--- config.mk ---
export PLATFORM = sky130hd
export DESIGN_NAME = combined_lcg_shuffle_rng
export DESIGN_NICKNAME = d
export VERILOG_FILES = /design/src/design/clsr_pkg.sv /design/src/design/clsr_ctrl.sv /design/src/design/clsr_dp.sv /design/src/design/combined_lcg_shuffle_rng.sv
export SDC_FILE = /design/constraint.sdc
export NUM_CORES = 2
export LEC_CHECK = 0
export BUFFER_PORTS_ARGS = -buffer_cell sky130_fd_sc_hd__buf_2
export CAP_MARGIN = 30
export CORE_MARGIN = 1.5
export CORE_UTILIZATION = 30
export DETAILED_ROUTE_END_ITERATION = 7
export GPL_ROUTABILITY_DRIVEN = 0
export SYNTH_ARGS = -nofsm -noshare
export SYNTH_HDL_FRONTEND = slang
export SYNTH_SLANG_ARGS = --single-unit
--- constraint.sdc ---
create_clock -name clk -period 13.95 [get_ports clk]
set_input_delay 0 -clock clk [delete_from_list [all_inputs] [get_ports clk]]
set_output_delay 0 -clock clk [all_outputs]
set_load 0.005 [all_outputs]
--- src/design/clsr_pkg.sv ---
`timescale 1ns / 1ps

package clsr_pkg;

    localparam int TABLE_SIZE_DEF = 32;

    localparam logic [30:0] MOD_ONE  = 31'd2147483563;
    localparam logic [30:0] MOD_TWO  = 31'd2147483399;
    localparam logic [30:0] OUT_MAX  = 31'd2147483562;
    localparam logic [30:0] TWO_INIT = 31'd123456789;
    localparam logic [15:0] MUL_ONE  = 16'd40014;
    localparam logic [15:0] MUL_TWO  = 16'd40692;
    localparam logic [7:0]  FOLD_ONE = 8'd85;
    localparam logic [7:0]  FOLD_TWO = 8'd249;

    localparam int RECIP_SHIFT = 37;

    typedef struct packed {
        logic load_seed;
        logic seed_one;
        logic mul_en;
        logic red_one;
        logic red_two;
        logic slot_en;
        logic rd_en;
        logic warm_wr;
        logic warm_last;
        logic fin;
    } dp_cmd_t;

    // The modulus is 2^31 - c, so a product folds as hi * c + lo.
    function automatic logic [30:0] mod_fold(input logic [46:0] p, input logic [7:0] c,
                                             input logic [30:0] m);
        logic [23:0] h;
        logic [31:0] s1;
        logic [31:0] s2;
        h  = {8'd0, p[46:31]} * {16'd0, c};
        s1 = {1'b0, p[30:0]} + {8'd0, h};
        s2 = {1'b0, s1[30:0]} + (s1[31] ? {24'd0, c} : 32'd0);
        if (s2 >= {1'b0, m})
        begin
            s2 = s2 - {1'b0, m};
        end
        return s2[30:0];
    endfunction

endpackage

--- src/design/clsr_ctrl.sv ---
`timescale 1ns / 1ps

module clsr_ctrl #(
    parameter int TABLE_SIZE = clsr_pkg::TABLE_SIZE_DEF
) (
    input  logic                          clk,
    input  logic                          rst_n,
    input  logic                          item_valid,
    output logic                          item_ready,
    input  logic                          cmd,
    output logic                          deviate_valid,
    input  logic                          deviate_ready,
    output clsr_pkg::dp_cmd_t             dp_cmd,
    output logic [$clog2(TABLE_SIZE)-1:0] warm_idx
);
    import clsr_pkg::*;

    localparam int IW = $clog2(TABLE_SIZE);
    localparam int CW = $clog2(TABLE_SIZE + 8);

    typedef enum logic [2:0] {
        S_IDLE,
        S_W_MUL,
        S_W_RED,
        S_D_MUL,
        S_D_RED,
        S_D_READ,
        S_D_FIN
    } state_t;

    state_t        state_reg, state_next;
    logic [CW-1:0] cnt_reg, cnt_next;
    logic          seeded_reg, seeded_next;
    logic          out_valid_reg, out_valid_next;

    assign item_ready    = (state_reg == S_IDLE);
    assign deviate_valid = out_valid_reg;
    assign warm_idx      = cnt_reg[IW-1:0];

    always_comb
    begin
        dp_cmd         = '0;
        state_next     = state_reg;
        cnt_next       = cnt_reg;
        seeded_next    = seeded_reg;
        out_valid_next = out_valid_reg;
        if (out_valid_reg && deviate_ready)
        begin
            out_valid_next = 1'b0;
        end
        unique case (state_reg)
            S_IDLE:
            begin
                if (item_valid)
                begin
                    if (!cmd || !seeded_reg)
                    begin
                        dp_cmd.load_seed = 1'b1;
                        dp_cmd.seed_one  = cmd;
                        seeded_next      = 1'b1;
                        cnt_next         = CW'(TABLE_SIZE + 7);
                        state_next       = S_W_MUL;
                    end
                    else
                    begin
                        state_next = S_D_MUL;
                    end
                end
            end
            S_W_MUL:
            begin
                dp_cmd.mul_en = 1'b1;
                state_next    = S_W_RED;
            end
            S_W_RED:
            begin
                dp_cmd.red_one = 1'b1;
                dp_cmd.warm_wr = (cnt_reg < CW'(TABLE_SIZE));
                if (cnt_reg == '0)
                begin
                    dp_cmd.warm_last = 1'b1;
                    state_next       = S_D_MUL;
                end
                else
                begin
                    cnt_next   = cnt_reg - 1'b1;
                    state_next = S_W_MUL;
                end
            end
            S_D_MUL:
            begin
                dp_cmd.mul_en = 1'b1;
                state_next    = S_D_RED;
            end
            S_D_RED:
            begin
                dp_cmd.red_one = 1'b1;
                dp_cmd.red_two = 1'b1;
                dp_cmd.slot_en = 1'b1;
                state_next     = S_D_READ;
            end
            S_D_READ:
            begin
                dp_cmd.rd_en = 1'b1;
                state_next   = S_D_FIN;
            end
            S_D_FIN:
            begin
                if (!out_valid_reg || deviate_ready)
                begin
                    dp_cmd.fin     = 1'b1;
                    out_valid_next = 1'b1;
                    state_next     = S_IDLE;
                end
            end
            default:
            begin
                state_next = S_IDLE;
            end
        endcase
    end

    always_ff @(posedge clk or negedge rst_n)
    begin
        if (!rst_n)
        begin
            state_reg     <= S_IDLE;
            cnt_reg       <= '0;
            seeded_reg    <= 1'b0;
            out_valid_reg <= 1'b0;
        end
        else
        begin
            state_reg     <= state_next;
            cnt_reg       <= cnt_next;
            seeded_reg    <= seeded_next;
            out_valid_reg <= out_valid_next;
        end
    end

endmodule

--- src/design/clsr_dp.sv ---
`timescale 1ns / 1ps

module clsr_dp #(
    parameter int TABLE_SIZE = clsr_pkg::TABLE_SIZE_DEF
) (
    input  logic                          clk,
    input  logic                          rst_n,
    input  clsr_pkg::dp_cmd_t             dp_cmd,
    input  logic [$clog2(TABLE_SIZE)-1:0] warm_idx,
    input  logic [30:0]                   seed_value,
    output logic [30:0]                   deviate
);
    import clsr_pkg::*;

    localparam int IW = $clog2(TABLE_SIZE);
    localparam int QW = $clog2(TABLE_SIZE) + 1;
    localparam longint unsigned SLOT_DIV = 64'd1 + 64'(OUT_MAX) / 64'(TABLE_SIZE);
    localparam longint unsigned RECIP = (64'd1 << RECIP_SHIFT) / SLOT_DIV;
    localparam int RW = $clog2(RECIP + 1);
    localparam int PW = 31 + RW;

    logic [30:0]        mem [TABLE_SIZE];
    logic [30:0]        gen_one_reg, gen_one_next;
    logic [30:0]        gen_two_reg, gen_two_next;
    logic [30:0]        last_out_reg, last_out_next;
    logic [46:0]        prod_one_reg;
    logic [46:0]        prod_two_reg;
    logic [QW-1:0]      est_reg;
    logic [IW-1:0]      slot_reg;
    logic [30:0]        rd_reg;
    logic [30:0]        deviate_reg;

    logic [30:0]        red_one;
    logic [30:0]        red_two;
    logic [30:0]        seed_fix;
    logic [PW-1:0]      est_prod;
    logic [QW+30:0]     est_d;
    logic [QW+30:0]     rem;
    logic [QW-1:0]      q_fix;
    logic [IW-1:0]      slot_next;
    logic signed [32:0] mix;
    logic               wr_en;
    logic [IW-1:0]      wr_addr;
    logic [30:0]        wr_data;

    assign deviate  = deviate_reg;
    assign red_one  = mod_fold(prod_one_reg, FOLD_ONE, MOD_ONE);
    assign red_two  = mod_fold(prod_two_reg, FOLD_TWO, MOD_TWO);
    assign seed_fix = (dp_cmd.seed_one || seed_value == '0) ? 31'd1 : seed_value;
    assign est_prod = {{RW{1'b0}}, last_out_reg} * {{31{1'b0}}, RW'(RECIP)};
    assign est_d    = {{31{1'b0}}, est_reg} * {{QW{1'b0}}, 31'(SLOT_DIV)};
    assign rem      = {{QW{1'b0}}, last_out_reg} - est_d;
    assign wr_en    = dp_cmd.warm_wr || dp_cmd.fin;
    assign wr_addr  = dp_cmd.fin ? slot_reg : warm_idx;
    assign wr_data  = dp_cmd.fin ? gen_one_reg : red_one;

    always_comb
    begin
        q_fix = est_reg + ((rem >= (QW + 31)'(SLOT_DIV)) ? QW'(1) : QW'(0));
        if (q_fix >= QW'(TABLE_SIZE))
        begin
            slot_next = IW'(TABLE_SIZE - 1);
        end
        else
        begin
            slot_next = q_fix[IW-1:0];
        end
        mix = $signed({2'b00, rd_reg}) - $signed({2'b00, gen_two_reg});
        if (mix < 33'sd1)
        begin
            mix = mix + $signed({2'b00, OUT_MAX});
        end
    end

    always_comb
    begin
        gen_one_next  = gen_one_reg;
        gen_two_next  = gen_two_reg;
        last_out_next = last_out_reg;
        if (dp_cmd.load_seed)
        begin
            gen_one_next = seed_fix;
            gen_two_next = seed_fix;
        end
        if (dp_cmd.red_one)
        begin
            gen_one_next = red_one;
        end
        if (dp_cmd.red_two)
        begin
            gen_two_next = red_two;
        end
        if (dp_cmd.warm_last)
        begin
            last_out_next = red_one;
        end
        if (dp_cmd.fin)
        begin
            last_out_next = mix[30:0];
        end
    end

    always_ff @(posedge clk or negedge rst_n)
    begin
        if (!rst_n)
        begin
            gen_one_reg  <= 31'd1;
            gen_two_reg  <= TWO_INIT;
            last_out_reg <= '0;
        end
        else
        begin
            gen_one_reg  <= gen_one_next;
            gen_two_reg  <= gen_two_next;
            last_out_reg <= last_out_next;
        end
    end

    always_ff @(posedge clk)
    begin
        if (dp_cmd.mul_en)
        begin
            prod_one_reg <= {16'd0, gen_one_reg} * {31'd0, MUL_ONE};
            prod_two_reg <= {16'd0, gen_two_reg} * {31'd0, MUL_TWO};
            est_reg      <= QW'(est_prod >> RECIP_SHIFT);
        end
        if (dp_cmd.slot_en)
        begin
            slot_reg <= slot_next;
        end
        if (dp_cmd.fin)
        begin
            deviate_reg <= mix[30:0];
        end
    end

    always_ff @(posedge clk)
    begin
        if (wr_en)
        begin
            mem[wr_addr] <= wr_data;
        end
        if (dp_cmd.rd_en)
        begin
            rd_reg <= mem[slot_reg];
        end
    end

endmodule

--- src/design/combined_lcg_shuffle_rng.sv ---
`timescale 1ns / 1ps

// Channel  | Handshake                      | Payload
// ---------+--------------------------------+--------------------------
// item     | item_valid / item_ready        | cmd, seed_value
// deviate  | deviate_valid / deviate_ready  | deviate
//
// A draw beat runs from acceptance through the multiply, reduce, table read and
// mix steps of the datapath; the mix step waits while the output is still stalled.
// A reseed beat first runs TABLE_SIZE + 8 warm-up steps, each a multiply and a
// reduce step, and then goes through the same steps as a draw.
// Reset is asynchronous and active low; the shuffle table needs no clearing.
// One beat is worked on at a time; a finished deviate waits in the output register.
module combined_lcg_shuffle_rng #(
    parameter int TABLE_SIZE = clsr_pkg::TABLE_SIZE_DEF
) (
    input  logic        clk,
    input  logic        rst_n,
    input  logic        item_valid,
    output logic        item_ready,
    input  logic        cmd,
    input  logic [30:0] seed_value,
    output logic        deviate_valid,
    input  logic        deviate_ready,
    output logic [30:0] deviate
);
    import clsr_pkg::*;

    dp_cmd_t                       dp_cmd;
    logic [$clog2(TABLE_SIZE)-1:0] warm_idx;

    clsr_ctrl #(
        .TABLE_SIZE(TABLE_SIZE)
    ) u_ctrl (
        .clk          (clk),
        .rst_n        (rst_n),
        .item_valid   (item_valid),
        .item_ready   (item_ready),
        .cmd          (cmd),
        .deviate_valid(deviate_valid),
        .deviate_ready(deviate_ready),
        .dp_cmd       (dp_cmd),
        .warm_idx     (warm_idx)
    );

    clsr_dp #(
        .TABLE_SIZE(TABLE_SIZE)
    ) u_dp (
        .clk       (clk),
        .rst_n     (rst_n),
        .dp_cmd    (dp_cmd),
        .warm_idx  (warm_idx),
        .seed_value(seed_value),
        .deviate   (deviate)
    );

endmodule

==> results.yml <==
run_status:
  outcome: "finished, final reports clean"
final_layout:
  nFillCells: 24540
  nNetsFinal: 6848
  drive_gt1_frac: 0.1357
  largest_register_ffs: 992
  area_delta_synth_final_pct: 13.12
  postLayoutCellArea_um2: 87110
routing:
  vias: 48750
  wirelength_um: 230300
  wl_per_cell_um: 24.84
  drt_iter0_drc: 5402
  antenna_left: 0
  vias_per_cell: 5.258
  drt_first_pass_iters: 6
  drc: 0
yosys:
  synth-seq-cells: 1258
  netlist_instances: 5619
  async_flop_share: 0.08188
  synth_area_per_cell_um2: 13.70
  ys.flop_type: "edfxtp_1"
  ys_warn_count: 0
  syn-cell-area_um2: 77000
  synth_cell_types: 110
  ys_seq_area_frac: 0.4842
  synth_fp_nets: 6669
  synth_edf_count: 1155
min_path:
  min_from: "seed_value[12]"
  hp-class: "in2reg"
sta:
  fin_skew_ns: 0.06167
  slew_viol_final: 0
  fin_crit_sh: 0.7144
  fin_setup_tns_ns: 0
  setup_viol: 0
  worstMarginPinSlew_ns: 1.196
  rsz0062_at_grt: "no"
  finalCriticalPeriod_ns: 9.965
  finalHoldViolations: 0
  timing.fmax_mhz: 100.3
  max-slew-margin-rel: 0.2028
  setup_slack_ns: 3.985
die:
  die_area_um2: 259700
  io_pins: 69
  fp.dieH_um: 509.6
  die_w_um: 509.6
  core_um2: 254600
  initial_core_util: 0.3024
  rows: 185
critical_path:
  critPathTopFamily: "compound AO/OA/AOI/OAI gates"
  worstPathArrival_ns: 10.27
  slowest_delay_ns: 0.63
  slowest_stage: "nor4_2"
  path_buf_inv: 2
  reg2reg_from: "u_dp.prod_one_reg[32]$_DFFE_PP_"
  reg2reg_slack_ns: 3.98
  cp.required_ns: 14.25
  endpoint_kind: "register"
  cp-start-kind: "register"
  critPathMaxFanout: 32
  startpoint: "u_dp.prod_one_reg[32]$_DFFE_PP_"
  crit_type: "reg2reg"
run:
  max-cap-violations: 0
global_route:
  grt.overflow.total: 0
  grt_max_degree: 130
  grt_pass1_vias: 48410
  antenna_found_initial: 5
  grt_util_met1: 0.2332
  gr-max-usage-layer: "met2"
  grt_pass1_wl_um: 333600
  grt_use_met2: 0.2800
  met3_usage: 0.02902
  track_usage: 0.1763
place:
  placed_cell_area_um2: 82180
  io_buffers: 68
  detailed_place_hpwl_um: 153200
  pre_cts_ws_ns: 4.144
cts:
  clk_path_buf_depth: 3
  cts_hold_buf: 39
  clock_latency_ns: 0.81
  cts-resized-gates: 0
  numCtsBuffers: 133
  post_cts_buffers: 0
  cts_tree: "done"
  cts_root_buf: "clkbuf_16"
  clkSlewWorstSetupHoldPaths_ns: 0.06
  htree_levels: 4
  clock-sinks: 1258
==> cell usage after synthesis, types with 86 or more instances <==
| library cell | count | area, um2 |
|---|---|---|
| edfxtp_1 | 1155 | 34680 |
| o21ai_0 | 168 | 840.8 |
| dfrtp_1 | 86 | 2152 |
| fa_1 | 465 | 9309 |
| nor2_1 | 218 | 818.3 |
| a21oi_1 | 242 | 1211 |
| mux4_2 | 310 | 6982 |
| xnor2_1 | 146 | 1279 |
| a21o_1 | 91 | 683.2 |
| inv_1 | 730 | 2740 |
| nand2_1 | 307 | 1152 |
| ha_1 | 549 | 6869 |
| xor2_1 | 107 | 937.2 |
| clkbuf_1 | 125 | 469.2 |
==> path summary, 6_finish.rpt <==
path / cells past startpoint / end
max: 25 / u_dp.mem[0][26]$_DFFE_PP_
max in group asynchronous: 5 / u_dp.last_out_reg[7]$_DFFE_PN0P_
max reg2reg: 25 / u_dp.mem[0][26]$_DFFE_PP_
min reg2reg: 0 / u_dp.est_reg[3]$_DFFE_PP_
min in group asynchronous: 3 / u_dp.gen_two_reg[15]$_DFFE_PN1P_
min: 4 / u_dp.gen_two_reg[12]$_DFFE_PN0P_
==> worst reg2reg max path, cell delays in order, from the launching register on <==
cell and delay [ns]:
edfxtp_1 0.44, ha_1 0.36, inv_1 0.08, fa_1 0.49, fa_1 0.55, inv_1 0.06
fa_1 0.49, ha_1 0.40, a21o_1 0.24, a221o_1 0.43, o311a_1 0.37, o311a_1 0.45
o2111a_1 0.36, ha_1 0.36, a31o_2 0.23, a31oi_1 0.28, nor2_1 0.09, o21ai_0 0.41
nor2_1 0.25, or4_1 0.56, a2111oi_0 0.53, nor2_1 0.11, nor4_2 0.63, nand2_1 0.52
nand3_1 0.23, nand2_1 0.55
==> per-layer routing <==
layer  share of wire  wire length [um]
met2            0.46            105600
met5               0                 0
met4           0.056             12910
met3           0.081             18620
met1            0.40             93150
==> cell type report <==
cell class | instances | area (um2) | area share
timing repair buffer | 206 | 1758 | 0.02018
tap | 3366 | 4212 | 0.04835
clock buffer | 153 | 3466 | 0.03979
multi-input combinational | 3466 | 36780 | 0.4222
inverter | 733 | 2756 | 0.03164
clock inverter | 88 | 849.6 | 0.009753
sequential | 1258 | 37280 | 0.4280
antenna | 3 | 7.507 | 0.00008618
==> kinds of logic (layout without fill, tap and decap cells) <==
| kind of cell | after synthesis | count (layout) | share of synthesized area |
|---|---|---|---|
| buffers and inverters | 895 | 1180 | 0.04387 |
| DFF | 1258 | 1258 | 0.4842 |
| muxes | 330 | 330 | 0.09333 |
| xor gates and xnor gates | 253 | 253 | 0.02878 |
| AOI/OAI and AO/OA | 900 | 900 | 0.07741 |
| adders and majority gates | 1014 | 1014 | 0.2101 |
| other | 0 | 3 | 0 |
| and+or+nand+nor | 969 | 969 | 0.06236 |
==> layout by cell type, fill, tap and decap left out, drive strengths merged, types with 12 or more instances in the layout <==
master,synthesis,routed
nor4,30,30
nor3b,12,12
o31ai,24,24
and3,34,34
a211oi,32,32
nor3,55,55
nand2b,55,55
inv,732,744
o21bai,21,21
a221oi,20,20
nor2,218,218
and2,22,22
o211ai,17,17
o22ai,14,14
mux4,310,310
a21o,91,91
nand4,26,26
clkbuf,126,153
dfstp,17,17
edfxtp,1155,1155
ha,549,549
buf,36,168
dfrtp,86,86
a21oi,245,245
clkinv,1,62
xor2,107,107
a22oi,43,43
nor2b,33,33
o21a,46,46
xnor2,146,146
fa,465,465
nand2,307,307
dlygate4sd3,0,38
a31oi,27,27
mux2i,16,16
nand3,75,75
or3,31,31
o21ai,183,183
or2,15,15
==> per-stage QoR <==
| step | std cells | hold WS (ns) | util |
|---|---|---|---|
| 4_1_cts | 9259 | 0.08283 | 0.3413 |
| 3_3_place_gp | 8967 | 0.02082 | 0.3220 |
| 3_5_place_dp | 8979 | 0.01452 | 0.3228 |
| 2_1_floorplan | 5619 | -0.2956 | - |
| 6_report | 9273 | 0.1473 | 0.3421 |
| 5_1_grt | 9270 | 0.1537 | 0.3421 |
Power is left out: the tool's default activity adds up to more than one toggle a clock period on the data nets, which glitch-free logic cannot reach.
